### src/rtl/ook_pulse_width_capture_macros.svh
// assertion macros used by the ook pulse width capture core
`ifndef OOK_PULSE_WIDTH_CAPTURE_MACROS_SVH
`define OOK_PULSE_WIDTH_CAPTURE_MACROS_SVH

// same-cycle implication, disabled during reset
`define OPWC_ASSERT_NOW(label, ante, cons, msg) \
    label: assert property (@(posedge aclk) disable iff (!aresetn) (ante) |-> (cons)) \
        else $error(msg);

// next-cycle implication, disabled during reset
`define OPWC_ASSERT_NEXT(label, ante, cons, msg) \
    label: assert property (@(posedge aclk) disable iff (!aresetn) (ante) |=> (cons)) \
        else $error(msg);

`endif

### src/rtl/opwc_pkg.sv
// types and constants of the ook pulse width capture block
`timescale 1ns / 1ps

package opwc_pkg;

    localparam int CFG_DATA_W  = 9;
    localparam int CFG_INDEX_W = 1;

    localparam logic [CFG_INDEX_W-1:0] CFG_TIMEOUT_MS = 1'b0;
    localparam logic [CFG_INDEX_W-1:0] CFG_MIN_PULSES = 1'b1;

    localparam logic [7:0] TIMEOUT_MS_RESET = 8'd7;
    localparam logic [8:0] MIN_PULSES_RESET = 9'd20;

    localparam logic [1:0] OP_ARM  = 2'd0;
    localparam logic [1:0] OP_EDGE = 2'd1;
    localparam logic [1:0] OP_TICK = 2'd2;

    typedef enum logic [1:0] {
        MODE_IDLE,
        MODE_LISTEN,
        MODE_RECV,
        MODE_PROC
    } opwc_mode_t;

    typedef struct packed {
        logic [1:0]  op;
        logic [15:0] counter_value;
        logic        pin_high;
    } opwc_item_t;

    typedef struct packed {
        logic        pulse_valid;
        logic [15:0] pulse_width;
        logic [7:0]  pulse_index;
        logic        frame_done;
        logic [8:0]  pulse_total;
        logic        long_enough;
        logic        overflow;
    } opwc_result_t;

endpackage

### src/rtl/opwc_in_stage.sv
// input register holding one accepted item
`timescale 1ns / 1ps

module opwc_in_stage (
    input  logic               aclk,
    input  logic               aresetn,
    input  logic               s_valid,
    output logic               s_ready,
    input  opwc_pkg::opwc_item_t s_item,
    input  logic               advance,
    output logic               item_valid,
    output opwc_pkg::opwc_item_t item
);
    import opwc_pkg::*;

    logic       valid_reg;
    opwc_item_t item_reg;

    assign s_ready    = !valid_reg || advance;
    assign item_valid = valid_reg;
    assign item       = item_reg;

    always_ff @(posedge aclk) begin
        if (!aresetn) begin
            valid_reg <= 1'b0;
        end else if (s_valid && s_ready) begin
            valid_reg <= 1'b1;
        end else if (advance) begin
            valid_reg <= 1'b0;
        end
    end

    always_ff @(posedge aclk) begin
        if (s_valid && s_ready) begin
            item_reg <= s_item;
        end
    end

endmodule

### src/rtl/opwc_core.sv
// capture state, configuration registers and per-item update logic
`timescale 1ns / 1ps
`include "ook_pulse_width_capture_macros.svh"

module opwc_core #(
    parameter int MAX_PULSES = 256
) (
    input  logic                               aclk,
    input  logic                               aresetn,
    input  logic                               cfg_wr_en,
    input  logic [opwc_pkg::CFG_INDEX_W-1:0]   cfg_index,
    input  logic [opwc_pkg::CFG_DATA_W-1:0]    cfg_wdata,
    input  logic                               advance,
    input  opwc_pkg::opwc_item_t               item,
    output opwc_pkg::opwc_result_t             result
);
    import opwc_pkg::*;

    localparam int CW = $clog2(MAX_PULSES + 1);
    localparam int TW = (CW > 9) ? CW : 9;

    logic [7:0]  timeout_reg;
    logic [8:0]  min_pulses_reg;

    opwc_mode_t  mode_reg, mode_next;
    logic [15:0] prev_reg, prev_next;
    logic        frame_open_reg, frame_open_next;
    logic [CW-1:0] count_reg, count_next;
    logic        capture_reg, capture_next;
    logic [31:0] ms_clock_reg, ms_clock_next;
    logic [31:0] deadline_reg, deadline_next;
    logic        dl_set_reg, dl_set_next;

    logic        first;
    logic        pulse_valid;
    logic [15:0] pulse_width;
    logic        frame_done;
    logic [TW-1:0] count_cur_ext;
    logic [TW-1:0] count_new_ext;

    // configuration registers
    always_ff @(posedge aclk) begin
        if (!aresetn) begin
            timeout_reg    <= TIMEOUT_MS_RESET;
            min_pulses_reg <= MIN_PULSES_RESET;
        end else if (cfg_wr_en) begin
            if (cfg_index == CFG_TIMEOUT_MS) begin
                timeout_reg <= cfg_wdata[7:0];
            end
            if (cfg_index == CFG_MIN_PULSES) begin
                min_pulses_reg <= cfg_wdata[8:0];
            end
        end
    end

    // state registers
    always_ff @(posedge aclk) begin
        if (!aresetn) begin
            mode_reg       <= MODE_IDLE;
            prev_reg       <= '0;
            frame_open_reg <= 1'b0;
            count_reg      <= '0;
            capture_reg    <= 1'b0;
            ms_clock_reg   <= '0;
            deadline_reg   <= '0;
            dl_set_reg     <= 1'b0;
        end else begin
            mode_reg       <= mode_next;
            prev_reg       <= prev_next;
            frame_open_reg <= frame_open_next;
            count_reg      <= count_next;
            capture_reg    <= capture_next;
            ms_clock_reg   <= ms_clock_next;
            deadline_reg   <= deadline_next;
            dl_set_reg     <= dl_set_next;
        end
    end

    always_comb begin
        mode_next       = mode_reg;
        prev_next       = prev_reg;
        frame_open_next = frame_open_reg;
        count_next      = count_reg;
        capture_next    = capture_reg;
        ms_clock_next   = ms_clock_reg;
        deadline_next   = deadline_reg;
        dl_set_next     = dl_set_reg;
        first           = 1'b0;
        pulse_valid     = 1'b0;
        pulse_width     = '0;
        frame_done      = 1'b0;
        if (advance) begin
            case (item.op)
                OP_ARM: begin
                    count_next      = '0;
                    frame_open_next = 1'b0;
                    mode_next       = MODE_LISTEN;
                    capture_next    = 1'b1;
                end
                OP_EDGE: begin
                    if (capture_reg && (mode_reg == MODE_LISTEN || mode_reg == MODE_RECV)) begin
                        mode_next = MODE_RECV;
                        first     = !frame_open_reg;
                        if (item.pin_high) begin
                            if (first) begin
                                frame_open_next = 1'b1;
                            end
                        end else begin
                            deadline_next = ms_clock_reg + 32'(timeout_reg);
                            dl_set_next   = 1'b1;
                        end
                        if (!first) begin
                            if (count_reg >= CW'(MAX_PULSES)) begin
                                capture_next = 1'b0;
                            end else begin
                                pulse_valid = 1'b1;
                                pulse_width = item.counter_value - prev_reg;
                                count_next  = count_reg + 1'b1;
                            end
                        end
                        prev_next = item.counter_value;
                    end
                end
                OP_TICK: begin
                    ms_clock_next = ms_clock_reg + 32'd1;
                    if (dl_set_reg && (ms_clock_next >= deadline_reg)
                            && mode_reg == MODE_RECV) begin
                        dl_set_next  = 1'b0;
                        capture_next = 1'b0;
                        mode_next    = MODE_PROC;
                        frame_done   = 1'b1;
                    end
                end
                default: begin
                end
            endcase
        end
    end

    assign count_cur_ext = TW'(count_reg);
    assign count_new_ext = TW'(count_next);

    always_comb begin
        result.pulse_valid = pulse_valid;
        result.pulse_width = pulse_width;
        result.pulse_index = pulse_valid ? count_cur_ext[7:0] : 8'd0;
        result.frame_done  = frame_done;
        result.pulse_total = count_new_ext[8:0];
        result.long_enough = count_new_ext > TW'(min_pulses_reg);
        result.overflow    = (count_next >= CW'(MAX_PULSES)) && !capture_next;
    end

    `OPWC_ASSERT_NOW(a_count_bound, 1'b1, count_reg <= CW'(MAX_PULSES),
        "pulse count beyond store size")
    `OPWC_ASSERT_NOW(a_pulse_or_done, advance && pulse_valid, !frame_done,
        "pulse and frame end on the same item")
    `OPWC_ASSERT_NEXT(a_arm_listens, advance && item.op == OP_ARM,
        mode_reg == MODE_LISTEN && capture_reg && count_reg == '0,
        "arm did not restart listening")
    `OPWC_ASSERT_NEXT(a_done_proc, advance && frame_done,
        mode_reg == MODE_PROC && !capture_reg && !dl_set_reg,
        "frame end did not stop capture")

endmodule

### src/rtl/opwc_out_stage.sv
// result register toward the output channel
`timescale 1ns / 1ps

module opwc_out_stage (
    input  logic                   aclk,
    input  logic                   aresetn,
    input  logic                   advance,
    input  opwc_pkg::opwc_result_t result,
    output logic                   ready,
    output logic                   m_valid,
    input  logic                   m_ready,
    output opwc_pkg::opwc_result_t m_result
);
    import opwc_pkg::*;

    logic         valid_reg;
    opwc_result_t result_reg;

    assign ready    = !valid_reg || m_ready;
    assign m_valid  = valid_reg;
    assign m_result = result_reg;

    always_ff @(posedge aclk) begin
        if (!aresetn) begin
            valid_reg <= 1'b0;
        end else if (advance) begin
            valid_reg <= 1'b1;
        end else if (m_ready) begin
            valid_reg <= 1'b0;
        end
    end

    always_ff @(posedge aclk) begin
        if (advance) begin
            result_reg <= result;
        end
    end

endmodule

### src/rtl/ook_pulse_width_capture.sv
// top level of the ook pulse width capture block
//
// items arrive on the s_ stream: tuser carries the op (arm, edge, millisecond
// tick), tdata the latched timer count and the pin level. every item gives
// exactly one result item on the m_ stream with the recorded pulse width,
// its index, frame end, pulse total, long-enough and overflow status.
// an item is held in the input register, is processed on its way to the
// result register and appears on m_tvalid once it is registered there.
// throughput is one item per cycle unless the receiver stalls; the 32-bit
// millisecond add and deadline compare in the update logic set the clock period.
// when the receiver stalls, the result waits in the result register while
// one more item is taken into the input register; then s_tready drops.
// synchronous reset clears both stages, returns the capture state to idle
// and loads timeout_ms = 7 and min_pulses = 20.
// configuration is written through cfg_wr_en / cfg_index / cfg_wdata while
// no item is in flight.
`timescale 1ns / 1ps

module ook_pulse_width_capture #(
    parameter int MAX_PULSES = 256
) (
    input  logic                             aclk,
    input  logic                             aresetn,
    input  logic                             cfg_wr_en,
    input  logic [opwc_pkg::CFG_INDEX_W-1:0] cfg_index,
    input  logic [opwc_pkg::CFG_DATA_W-1:0]  cfg_wdata,
    input  logic                             s_tvalid,
    output logic                             s_tready,
    input  logic [23:0]                      s_tdata,  // counter_value, pin_high
    input  logic [1:0]                       s_tuser,  // op
    output logic                             m_tvalid,
    input  logic                             m_tready,
    // pulse_width, pulse_index, pulse_total, long_enough, overflow
    output logic [39:0]                      m_tdata,
    output logic [1:0]                       m_tuser   // pulse_valid, frame_done
);
    import opwc_pkg::*;

    opwc_item_t   s_item;
    opwc_item_t   item;
    logic         item_valid;
    logic         out_ready;
    logic         advance;
    opwc_result_t result;
    opwc_result_t m_result;

    assign s_item.op            = s_tuser;
    assign s_item.counter_value = s_tdata[15:0];
    assign s_item.pin_high      = s_tdata[16];

    assign advance = item_valid && out_ready;

    opwc_in_stage u_in_stage (
        .aclk       (aclk),
        .aresetn    (aresetn),
        .s_valid    (s_tvalid),
        .s_ready    (s_tready),
        .s_item     (s_item),
        .advance    (advance),
        .item_valid (item_valid),
        .item       (item)
    );

    opwc_core #(
        .MAX_PULSES (MAX_PULSES)
    ) u_core (
        .aclk      (aclk),
        .aresetn   (aresetn),
        .cfg_wr_en (cfg_wr_en),
        .cfg_index (cfg_index),
        .cfg_wdata (cfg_wdata),
        .advance   (advance),
        .item      (item),
        .result    (result)
    );

    opwc_out_stage u_out_stage (
        .aclk     (aclk),
        .aresetn  (aresetn),
        .advance  (advance),
        .result   (result),
        .ready    (out_ready),
        .m_valid  (m_tvalid),
        .m_ready  (m_tready),
        .m_result (m_result)
    );

    assign m_tuser = {m_result.frame_done, m_result.pulse_valid};
    assign m_tdata = {5'd0, m_result.overflow, m_result.long_enough, m_result.pulse_total,
                      m_result.pulse_index, m_result.pulse_width};

endmodule

### config.mk
export PLATFORM = sky130hd
export DESIGN_NAME = ook_pulse_width_capture
export DESIGN_NICKNAME = d
export VERILOG_FILES = /design/src/rtl/opwc_pkg.sv /design/src/rtl/opwc_in_stage.sv /design/src/rtl/opwc_core.sv /design/src/rtl/opwc_out_stage.sv /design/src/rtl/ook_pulse_width_capture.sv
export VERILOG_INCLUDE_DIRS = /design/src /design/src/rtl
export SDC_FILE = /design/constraint.sdc
export NUM_CORES = 1
export LEC_CHECK = 0
export BUFFER_PORTS_ARGS = -buffer_cell sky130_fd_sc_hd__buf_2
export CORE_ASPECT_RATIO = 0.9
export CORE_MARGIN = 1.5
export CORE_UTILIZATION = 65
export CTS_CLUSTER_SIZE = 10
export DETAILED_ROUTE_END_ITERATION = 10
export GPL_TIMING_DRIVEN = 0
export PLACE_DENSITY_LB_ADDON = 0.08
export SYNTH_ARGS = -nofsm -noshare
export SYNTH_HDL_FRONTEND = slang
export SYNTH_SLANG_ARGS = --single-unit
export TNS_END_PERCENT = 10
### constraint.sdc
create_clock -name aclk -period 12.2 [get_ports aclk]
set_clock_uncertainty 0.1 [all_clocks]
set_input_delay 1.22 -clock aclk [delete_from_list [all_inputs] [get_ports aclk]]
set_output_delay 1.22 -clock aclk [all_outputs]
set_load 0.05 [all_outputs]
After elaboration in Yosys (flattened, before gate mapping)
Cells that the tools add are included.
{ "totals": {"ff_bits": 169, "inputBits": 41, "output_inout_bits": 44} }
{ "op_classes": {"n_eq_ne": 8, "magnitude_cmp": 4, "bitwise_logic": 5, "n_reduce_logical": 27, "n_addsub": 4, "mux": 31} }
{ "op_table": {"columns": ["op", "count"], "rows": [
  ["two-way mux 9 bit", 4],
  ["adder 32 x 1 -> 32 bit (second input constant)", 1],
  ["adder 32 x 8 -> 32 bit", 1],
  ["greater-or-equal comparator 32 bit", 1],
  ["two-way mux 1 bit", 20],
  ["greater-or-equal comparator 9 bit (second input constant)", 2],
  ["case mux 9 bit (2 select lines)", 1],
  ["subtractor 16 bit", 1],
  ["AND reduction 4 bit", 3],
  ["adder 9 x 1 -> 9 bit (second input constant)", 1],
  ["greater-than comparator 9 bit", 1],
  ["nonzero test 2 bit", 4],
  ["logical AND 1 bit", 6],
  ["case mux 2 bit (3 select lines)", 1],
  ["AND reduction 2 bit", 3],
  ["NOT 1 bit", 5],
  ["AND reduction 5 bit", 1],
  ["== test 2 x 1 -> 1 bit (second input constant)", 2],
  ["== test 2 bit (second input constant)", 2],
  ["two-way mux 2 bit", 2],
  ["!= test 2 x 1 -> 1 bit (second input constant)", 2],
  ["!= test 2 bit (second input constant)", 2],
  ["case mux 1 bit (2 select lines)", 2],
  ["OR reduction 4 bit", 1],
  ["other kinds (6)", 10]
]} }

Longest topological paths before layout
Gate-level depths: netlist (run 1).
{ "logic_depth": {"depth_word": 9, "ltp_mapped": 17} }

Cells and area by module
Synthesis (run 1) repeated with hierarchy kept, for this count alone.
{ "hier_totals": {"cells_unflattened": 1054, "area_unflattened_um2": 9399.0} }
{ "by_module_without_submodules": {"columns": ["module", "instances", "cells_each", "area_per_inst_um2", "seq_area_each_um2"], "rows": [
  ["opwc_core", 1, 982, 7563.5, 2222.1],
  ["opwc_out_stage", 1, 41, 1159.9, 1131.1],
  ["opwc_in_stage", 1, 24, 628.1, 590.6],
  ["ook_pulse_width_capture", 1, 7, 47.5, 0.0]
]} }

Worst setup path after synthesis (run 1)
No wires, ideal clock.
{ "synth_timing": {"path_type": "input -> register", "from": "in m_tready", "to": "reg u_out_stage.result_reg (netlist bit u_out_stage.m_result[1]), data pin", "t_required_ps": 11841, "cell_stages": 13, "setup_slack_ps": 7428, "t_arrival_ps": 4414, "n_path_buf": 1, "path_cell_list": "nand2b_1 > nand2_1 > clkinv_1 > clkbuf_1 > a21oi_1 > ha_1 > nor2b_1 > o21a_1 > o21a_1 > o21a_1 > o211ai_1 > a21oi_1 > a211o_1"} }
{ "synth_rtl": {"columns": ["element", "line", "source"], "rows": [
  ["start: declaration", "ook_pulse_width_capture.sv:32", "input logic m_tready,"],
  ["end signal: assignment", "opwc_out_stage.sv:35", "result_reg <= result;"],
  ["end: declaration", "opwc_out_stage.sv:17", "opwc_result_t result_reg;"]
]} }

==> results of run 1 <==
-- per-stage QoR --
step / power [W] / area [µm²] / setup WS [ps] / utilization [%] / hold WS [ps]
2_1_floorplan: 0.000678 / 9340 / 7430 / - / 332
3_3_place_gp: 0.000702 / 9940 / 6520 / 71.0 / 342
3_5_place_dp: 0.000703 / 9960 / 7640 / 71.1 / 343
4_1_cts: 0.00121 / 10500 / 7990 / 75.1 / 358
5_1_grt: 0.00124 / 10500 / 7660 / 75.1 / 371
6_report: 0.00120 / 10500 / 7880 / 75.1 / 353
-- power by group through the flow --
stage	Sequential [W]	Clock, W	Combinational (W)
final	0.000600	0.000511	0.0000923
after global routing	0.000601	0.000543	0.000101
after CTS	0.000600	0.000518	0.0000919
after detailed placement	0.000612	0	0.0000911
after global placement	0.000613	0	0.0000893
after floorplan	0.000630	0	0.0000473
-- worst min-delay path: cells and delay by family, from the launching register on --
| kind | cells | cell delay, ps |
|---|---|---|
| and+or+nand+nor | 1 | 50 |
| AOI/OAI and AO/OA | 1 | 50 |
| DFF | 1 | 310 |
-- layout make-up --
type,instances,share of cell area [%]
clock buffers,21,4.19
inverters,73,2.61
clock inverters,11,1.09
repair buffers,72,3.57
flip-flops and latches,169,37.5
well taps,193,2.30
plain buffers,57,2.62
multi-input cells,764,46.1
-- cells by family after synthesis --
logic type | count (synthesis) | share of synthesized area, %
AOI/OAI and AO/OA | 193 | 12.1
other | 1 | 0.0402
muxes | 3 | 0.322
and+or+nand+nor | 390 | 19.9
adders and majority gates | 75 | 10.2
xor gates and xnor gates | 98 | 9.20
buffers and inverters | 130 | 5.88
DFF | 169 | 42.3
-- cells in the final DEF (no fill, tap or decap), drive strengths merged, types with 3 or more instances in the layout --
| cell | netlist | layout |
|---|---|---|
| dfxtp | 113 | 113 |
| a21oi | 87 | 87 |
| a21o | 8 | 8 |
| a22oi | 3 | 3 |
| inv | 72 | 77 |
| a31oi | 9 | 9 |
| and2 | 17 | 17 |
| nor2b | 15 | 15 |
| o21bai | 3 | 3 |
| conb | 1 | 5 |
| nand2 | 142 | 142 |
| buf | 20 | 92 |
| xor2 | 44 | 44 |
| nor2 | 97 | 97 |
| mux2i | 3 | 3 |
| or3 | 8 | 8 |
| nor3 | 21 | 21 |
| nor4 | 5 | 5 |
| o21ai | 44 | 44 |
| and3 | 18 | 18 |
| o211ai | 4 | 4 |
| clkinv | 1 | 5 |
| o21a | 9 | 9 |
| nand3 | 26 | 26 |
| ha | 73 | 73 |
| clkbuf | 37 | 58 |
| and4 | 6 | 6 |
| nand2b | 11 | 11 |
| a211oi | 11 | 11 |
| nor3b | 4 | 4 |
| edfxtp | 56 | 56 |
| nand4 | 16 | 16 |
| xnor2 | 54 | 54 |
-- worst min path at each step --
stage                                   endpoint              startpoint  depth (start not counted)  slack (ps)
after floorplan           u_core.deadline_reg[2]  u_core.deadline_reg[2]                          2         330
after global placement    u_core.deadline_reg[3]  u_core.deadline_reg[3]                          2         340
after global routing          u_core.prev_reg[9]      u_core.prev_reg[9]                          2         370
after CTS                 u_core.deadline_reg[5]  u_core.deadline_reg[5]                          2         360
after detailed placement  u_core.deadline_reg[2]  u_core.deadline_reg[2]                          2         340
final                     u_core.deadline_reg[5]  u_core.deadline_reg[5]                          2         350
-- layer usage --
layer	part of all wire, %	GRT usage (%)	up-vias
li1	-	-	3791
met2	48	49.0	215
met1	45	36.4	3457
met4	1.8	9.81	0
met5	0	0	-
met3	5.5	6.64	32
==> impl_metrics.tcl, run 1 <==
set metrics [dict create \
    worstSetupStartpointType "flip-flop" \
    critPathArrivalTime_ps 4410 \
    postSynth.asyncResetShare_pct 0 \
    min_path_type "flip-flop to flip-flop" \
    ff2ff_setup_slack_ps 7880 \
    place.gp.congestion 0.880 \
    cts_root_buf "clkbuf_16" \
    port_buffers 71 \
    crit_slowest_cell "nor3_2" \
    path_buf_inv 0 \
    max_stage_delay_ps 520 \
    ys_ff_latch 169 \
    synth_top_cell_area_share_pct 24.3 \
    finalSetupViolations 0 \
    period_share_pct 35.4 \
    avgSynthCellArea_um2 8.81 \
    grt_pass1_wl_mm 33.6 \
    rows 41 \
    core_area_um2 14000 \
    cts-resized-gates 0 \
    area_delta_synth_final_pct 12.7 \
    yosysMostFrequentCell "nand2_1" \
    first_pass_iters 5 \
    synth_edf_count 56 \
    power.share.clock_pct 42.4 \
    grt_max_degree 45 \
    report.final.hold_viol_count 0 \
    routed_via_density 5.51 \
    cts_tree "built" \
    worstRegToRegCells 14 \
    largest_register_ffs 37 \
    tns_ps 0 \
    drv_cap 0 \
    antenna_found_initial 0 \
    rsz0062_at_grt "false" \
    die_area_um2 15100 \
    drt-total-wl_mm 20.5 \
    layout_min_cycle_time_ps 4320 \
    die_y_um 117 \
    ys.warnings.count 0 \
    syn-cell-area_um2 9330 \
    drive_gt1_share_pct 11.6 \
    dpl.cell_count 1328 \
    required_ps 12290 \
    gr-total-overflow 0 \
    pwr-share-comb_pct 7.7 \
    grtUsageTotal_pct 28.8 \
    cts_setup_buffers 0 \
    start_util_pct 66.6 \
    clock-sinks 169 \
    worst_setup_path_end_kind "flip-flop" \
    die_x_um 129 \
    status "complete, no violations" \
    clk_latency_ps 440 \
    criticalPathCategory "flip-flop to flip-flop" \
    cp_max_fo 6 \
    crit_chain "ha_1, nand3_1, nor3_2, nand4_1, nor2_1, xor2_1, ha_1, nand2_1, o21ai_0, a221oi_1, a31oi_1, a41oi_1, a31o_2, nor2b_1" \
    drtIter0Drc 544 \
    n_antenna_cell 0 \
    synth_commonest_cells "nand2_1, dfxtp_1, nor2_1" \
    netSwitchingFraction_pct 24.6 \
    leakagePower_nw 4.09 \
    multi_input_area_um2 4850 \
    power_density_nw_per_um2 114 \
    fin_nets 1270 \
    drc 0 \
    netlist.top_cell.by_area "dfxtp_1" \
    path_clk_slew_ps 60 \
    seqPwrFrac_pct 49.9 \
    slew_headroom_pct 27.4 \
    slew_violations 0 \
    internal_power_w 0.000907 \
    clk_path_buf_depth 2 \
    layoutNonFillerInstCount 1360 \
    cpMostUsedCell "ha_1" \
    pin_count 85 \
    fill_cells 1091 \
    syn_inst 1059 \
    ys.flop_type "dfxtp_1" \
    crit_end "u_out_stage.m_result[0]" \
    numCtsBuffers 17 \
    dr_total_vias 7495 \
    switching_power_w 0.000296 \
    ctsHoldBuffers 0 \
    wire_per_inst_um 15.1 \
    crit_path_start "u_core.ms_clock_reg[0]" \
    ant_nets 0 \
    reg2reg_from "u_core.ms_clock_reg[0]" \
    max_clock_freq_ghz 0.232 \
    dp_hpwl_mm 14.9 \
    irDropWorstVdd_mv 0.113 \
    synthTopCellsByArea "dfxtp_1, edfxtp_1, ha_1" \
    seqCellArea_um2 3940 \
    r2r_end "u_out_stage.m_result[0]" \
    grt_pass1_vias 7024 \
    worst_slew_pin_slew_ps 1090 \
    synthDistinctLibCells 57 \
    htree_num_levels 4 \
    seq_area_frac_synth_pct 42.3 \
    crit_family "simple AND/OR/NAND/NOR gates" \
    path_depth 14 \
]
No activity file was read; power rests on OpenSTA's default activity.
==> run 2: changes to the inputs <==
ABC_AREA = 1   (was not set)
CORE_UTILIZATION = 54   (was 65)
clock period = 3.8 ns   (was 12.2 ns; I/O delays follow)
==> run 2 against run 1 <==
Flip-flop and latch count did not move. Largest cell class unchanged. Register-to-register slack worse by 7700 ps. First-iteration DRC count rose by 3.9%. Total power grew to 3.4 times the previous value. Routed wire length is 7.9% higher. Sequential power grew to 3.3 times the previous value. Global-route usage decreased by 3.5 points. Clock power rose to 3.4 times the previous value. Sequential share of layout area down 0.81 points. Count of clock-buffer cells in the layout up 2. Critical path depth rose by 7. Highest routed layer unchanged.
==> impl_metrics.tcl, run 2 <==
set metrics [dict create \
    final_common_cell "inv_1" \
    finalSetupViolations 0 \
    dpl.cell_count 1493 \
    slew_headroom_pct 46.0 \
    grt_pass1_wl_mm 35.9 \
    largest_register_ffs 37 \
    reg2reg_from "u_core.ms_clock_reg[2]" \
    dp_slack_ps -355 \
    path_clk_slew_ps 60 \
    rows 45 \
    syn-cell-area_um2 9400 \
    worstSetupStartpointType "flip-flop" \
    r2r_end "u_out_stage.m_result[0]" \
    numCtsBuffers 17 \
    antenna_found_initial 0 \
    cp_max_fo 4 \
    hold_depth 1 \
    routed_via_density 5.17 \
    required_ps 3990 \
    power_density_nw_per_um2 381 \
    dp_hpwl_mm 16.5 \
    synth_edf_count 56 \
    switching_power_w 0.00104 \
    seqPwrFrac_pct 47.5 \
    ys.warnings.count 0 \
    cpMostUsedCell "nand2_1" \
    die_area_um2 18200 \
    power.share.clock_pct 42.3 \
    worst_setup_path_end_kind "flip-flop" \
    max_clock_freq_ghz 0.279 \
    slew_violations 0 \
    drtIter0Drc 565 \
    layout_common_cells "inv_1, nand2_1, a21oi_1" \
    hold_slack_ps 24.9 \
    criticalPathCategory "flip-flop to flip-flop" \
    cts_root_buf "clkbuf_16" \
    synth_commonest_cells "inv_1, nand2_1, a21oi_1" \
    gr-total-overflow 0 \
    syn_inst 1183 \
    drv_cap 0 \
    worstRegToRegCells 21 \
    clk_path_buf_depth 2 \
    ctsHoldBuffers 0 \
    htree_num_levels 4 \
    critPathArrivalTime_ps 3770 \
    die_y_um 128 \
    layoutNonFillerInstCount 1531 \
    report.final.hold_viol_count 0 \
    first_pass_iters 7 \
    avgSynthCellArea_um2 7.95 \
    fin_nets 1399 \
    wire_per_inst_um 14.4 \
    ant_nets 0 \
    n_antenna_cell 0 \
    clk_latency_ps 440 \
    crit_slowest_cell "dfxtp_2" \
    grt_max_degree 44 \
    area_delta_synth_final_pct 14.7 \
    internal_power_w 0.00307 \
    start_util_pct 55.5 \
    pin_count 85 \
    ys_ff_latch 169 \
    synth_top_cell_area_share_pct 24.1 \
    min_path_type "primary input to flip-flop" \
    dr_total_vias 7910 \
    seq_area_frac_synth_pct 42.0 \
    port_buffers 71 \
    place.gp.congestion 0.965 \
    max_stage_delay_ps 370 \
    status "complete, no violations" \
    ys.flop_type "dfxtp_1" \
    finalWorstSetupSlack_ps 221 \
    synthDistinctLibCells 48 \
    postSynth.asyncResetShare_pct 0 \
    yosysMostFrequentCell "inv_1" \
    netSwitchingFraction_pct 25.3 \
    grt_pass1_vias 7298 \
    synthTopCellsByArea "dfxtp_1, edfxtp_1, ha_1" \
    drt-total-wl_mm 22.1 \
    drc 0 \
    cts_tree "built" \
    worstHoldEndpoint "u_in_stage.item[13]" \
    layout_min_cycle_time_ps 3580 \
    grtUsageTotal_pct 25.3 \
    drive_gt1_share_pct 13.6 \
    worst_slew_pin_slew_ps 809 \
    core_area_um2 16900 \
    irDropWorstVdd_mv 0.313 \
    ff2ff_setup_slack_ps 220 \
    die_x_um 142 \
    netlist.top_cell.by_area "dfxtp_1" \
    crit_chain "inv_2, nor3_4, nand4_2, nor3_4, nand2_4, nor2_4, nand2_1, xor2_1, ha_1, nand2_1, nor2_2, nand4_1, a21oi_1, nor2_1, nand2_1, nand2_1, nand2_1, nand3_1, nand2_2, nand2_1, nor2_2" \
    period_share_pct 94.2 \
    pwr-share-comb_pct 10.2 \
    worstHoldStart "s_tdata[12]" \
    leakagePower_nw 4.87 \
    clock-sinks 169 \
    tns_ps 0 \
]
run 2: power by group through the flow:
stage	Combinational (W)	Clock, W	Sequential, W
detailed placement	0.000413	0	0.00199
global route	0.000469	0.00184	0.00196
finish	0.000421	0.00174	0.00195
global placement	0.000409	0	0.00199
floorplan	0.000247	0	0.00204
CTS	0.000416	0.00176	0.00195
run 2: repair_timing:
item                                    in CTS  in global routing
setup buffers                                0                  6
hold endpoints to repair                     0                  0
pin swaps                                    0                  5
endpoints found under the setup margin       1                  6
resized for setup                            1                 23
run 2: worst max path at each step:
stage | startpoint | to | slack, ps | cells past startpoint
2_1_floorplan | u_out_stage.m_valid | u_out_stage.m_result[1] | 250 | 22
3_3_place_gp | m_tready | u_out_stage.m_result[1] | -300 | 24
3_5_place_dp | m_tready | u_out_stage.m_result[1] | -350 | 24
4_1_cts | u_core.ms_clock_reg[0] | u_out_stage.m_result[0] | 60 | 24
5_1_grt | u_core.ms_clock_reg[5] | u_out_stage.m_result[0] | -10 | 20
6_report | u_core.ms_clock_reg[2] | u_out_stage.m_result[0] | 220 | 21
run 2: through the flow:
stage                     power (W)  util, %  cell area, µm²
after floorplan             0.00229        -            9420
after CTS                   0.00413     62.9           10700
after global placement      0.00240     59.4           10100
after detailed placement    0.00241     59.4           10100
final                       0.00411     63.6           10800
after global routing        0.00427     63.6           10800
run 2: critical path, delay by kind of cell, from the launching register on:
kind	cells	cell delay, ps
AO/OA/AOI/OAI	1	200
adder cells (fa/ha/maj)	1	310
XOR/XNOR	1	170
buffers and inverters	1	60
flip-flops	1	370
AND/OR/NAND/NOR	17	2250
run 2: logic make-up (layout without fill, tap and decap cells):
kind of cell,Yosys count,count (layout),share of synthesized area (%)
compound gates,296,296,16.7
xor+xnor,47,47,4.38
fa+ha+maj,75,75,10.1
buf+inv,254,363,10.5
flops,169,169,42.0
other cells,1,5,0.0399
simple gates,341,341,16.3
run 2: cell type report:
type | count | area, µm²
Timing Repair Buffer | 77 | 400
Tap cell | 235 | 294
Buffer | 37 | 176
Sequential cell | 169 | 3960
Inverter | 217 | 822
Multi-Input combinational cell | 764 | 4540
Clock buffer | 23 | 478
Fill cell | 1514 | 6170
Clock inverter | 9 | 111
run 2: per-layer routing:
metal	share of wire [%]	vias up	GRT usage [%]	routed length (µm)
li1	-	4091	-	-
met1	47	3571	33.3	10500
met2	45	209	42.0	9960
met3	5.9	39	5.60	1320
met4	1.7	0	7.52	380
met5	0	-	0	0
==> run 3: changes to the inputs <==
CORE_ASPECT_RATIO = not set   (was 0.9)
SYNTH_HIERARCHICAL = 1   (was not set)
==> run 3 against run 2 <==
First-iteration DRC count up 5.1%. Combinational power increased by 26%. Design area up 2.2%. Via count up 2.0%. Sequential share of layout area decreased by 0.73 points. Critical path type unchanged. Largest power group unchanged. Sequential power about the same. Clock power about the same. Largest cell class unchanged. Setup slack worse by 76 ps.
==> impl_metrics.tcl, run 3 <==
set metrics [dict create \
    irDropWorstVdd_mv 0.333 \
    power_density_nw_per_um2 383 \
    grtUsageTotal_pct 27.1 \
    period_share_pct 96.2 \
    antenna_found_initial 0 \
    critPathArrivalTime_ps 3840 \
    area_delta_synth_final_pct 16.7 \
    worstSetupStartpointType "flip-flop" \
    min_path_type "primary input to flip-flop" \
    grt_pass1_wl_mm 37.7 \
    grt_pass1_vias 7431 \
    gr-total-overflow 0 \
    htree_num_levels 4 \
    finalSetupViolations 0 \
    rows 48 \
    synth_top_cell_area_share_pct 24.0 \
    first_pass_iters 7 \
    cpMostUsedCell "nand2_1" \
    slew_violations 0 \
    criticalPathCategory "flip-flop to flip-flop" \
    synthTopCellsByArea "dfxtp_1, edfxtp_1, ha_1" \
    postSynth.asyncResetShare_pct 0 \
    synthDistinctLibCells 47 \
    clk_latency_ps 430 \
    cp_max_fo 5 \
    wire_per_inst_um 15.8 \
    final_common_cell "inv_1" \
    drt-total-wl_mm 24.3 \
    worst_setup_path_end_kind "flip-flop" \
    grt_max_degree 21 \
    ys.flop_type "dfxtp_1" \
    power.total_w 0.00421 \
    numCtsBuffers 17 \
    worst_slew_pin_slew_ps 904 \
    core_area_um2 17200 \
    ys_ff_latch 169 \
    max_stage_delay_ps 390 \
    die_area_um2 18300 \
    fin_nets 1414 \
    ctsHoldBuffers 0 \
    layout_min_cycle_time_ps 3660 \
    ys.warnings.count 6 \
    pin_count 85 \
    port_buffers 72 \
    layoutNonFillerInstCount 1536 \
    clock-sinks 169 \
    dpl.cell_count 1484 \
    placed_cell_area_um2 10100 \
    largest_register_ffs 37 \
    drtIter0Drc 594 \
    report.final.hold_viol_count 0 \
    drc 0 \
    die_x_um 135 \
    crit_slowest_cell "dfxtp_4" \
    synth_commonest_cells "inv_1, nand2_1, a21oi_1" \
    ant_nets 0 \
    required_ps 3980 \
    slew_headroom_pct 39.4 \
    start_util_pct 54.9 \
    syn-cell-area_um2 9440 \
    dp_hpwl_mm 17.3 \
    synth_edf_count 56 \
    cts_tree "built" \
    stdcell_area_um2 11000 \
    max_clock_freq_ghz 0.274 \
    layout_common_cells "inv_1, nand2_1, a21oi_1" \
    drive_gt1_share_pct 16.1 \
    clk_path_buf_depth 2 \
    syn_inst 1182 \
    crit_chain "ha_1, nand3_2, nor2_4, nand4_4, nor2_4, buf_4, nand2_1, xor2_1, ha_1, nand2_1, nor2_4, nand4_1, buf_6, nor4_4, nand2_1, nand2_2, nand2_2, nand2_2, buf_4, nand3_1, nand2_1, a21oi_1" \
    seq_area_frac_synth_pct 41.8 \
    netlist.top_cell.by_area "dfxtp_1" \
    n_antenna_cell 0 \
    place.gp.congestion 0.949 \
    ff2ff_setup_slack_ps 140 \
    avgSynthCellArea_um2 7.98 \
    tns_ps 0 \
    drv_cap 0 \
    path_clk_slew_ps 70 \
    dr_total_vias 8066 \
    yosysMostFrequentCell "inv_1" \
    status "complete, no violations" \
    die_y_um 135 \
    routed_via_density 5.25 \
    leakagePower_nw 4.97 \
    cts_root_buf "clkbuf_16" \
]
==> run 3: cell types whose count changed after synthesis, moves of 5 or more <==
| cell | change |
|---|---|
| o21ai_1 | -17 |
| o21ai_0 | +15 |
| nand2_1 | +8 |
| nor2_1 | +9 |
| inv_2 | -9 |
| inv_1 | +5 |
| nor4_1 | +5 |
| a21oi_1 | -10 |
==> run 3: worst paths after layout <==
check                                            start                  end  cells after the start
worst max-delay path            u_core/ms_clock_reg[0]   u_core/mode_reg[1]                     22
worst min-delay path                        s_tdata[9]  u_in_stage/item[10]                      1
worst max register to register  u_core/ms_clock_reg[0]   u_core/mode_reg[1]                     22
worst min register to register      u_core/prev_reg[4]   u_core/prev_reg[4]                      2
==> run 3: where the power goes <==
group,internal [W],leakage [nW],switching (W)
Sequential,0.00193,1.46,0.0000419
Combinational,0.000168,3.23,0.000363
Clock,0.000930,0.279,0.000782
==> run 3: final cells by class <==
| cell class | count | area [µm²] |
|---|---|---|
| repair buffers | 91 | 518 |
| clock buffers | 17 | 425 |
| flip-flops and latches | 169 | 3960 |
| repair inverters | 2 | 10.0 |
| clock inverters | 15 | 155 |
| multi-input cells | 766 | 4680 |
| inverters | 212 | 800 |
| plain buffers | 39 | 188 |
| well taps | 225 | 282 |
| fillers | 1566 | 6160 |
==> run 3: what timing repair did <==
| action | 4_1_cts | 5_1_grt |
|---|---|---|
| cloned | 2 | 0 |
| setup buffers | 6 | 12 |
| resized for setup | 5 | 42 |
| endpoints found under the setup margin | 7 | 7 |
| pin swaps | 4 | 14 |
==> run 3: logic make-up after synthesis <==
family	Yosys count	share of synthesized area, %
other	1	0.0397
adder cells (fa/ha/maj)	75	10.1
buffers and inverters	251	10.4
flip-flops	169	41.8
AO/OA/AOI/OAI	281	15.8
AND/OR/NAND/NOR	353	16.9
XOR/XNOR	52	4.98
==> run 3: stage by stage <==
stage	hold slack [ps]	setup WS (ps)	util [%]
2_1_floorplan	333	75.9	-
3_3_place_gp	344	-724	58.8
3_5_place_dp	352	-746	58.9
4_1_cts	8.06	-62.5	62.7
5_1_grt	5.92	-35.2	64.1
6_report	21.0	144	64.1
==> run 3: per-layer routing <==
metal  vias to the layer above  global-route usage, %  wire length [µm]
met3                        44                   5.09              1390
met2                       265                   46.7             11800
met1                      3672                   33.1             10300
met5                         -                      0                 0
met4                         0                   11.6               771
li1                       4085                      -                 -
==> run 3: worst max-delay path: cells and delay by family (launching register included) <==
kind	cells	cell delay, ps
AND/OR/NAND/NOR	15	1810
adder cells (fa/ha/maj)	2	510
buffers and inverters	3	450
flip-flops	1	390
XOR/XNOR	1	180
AO/OA/AOI/OAI	1	60
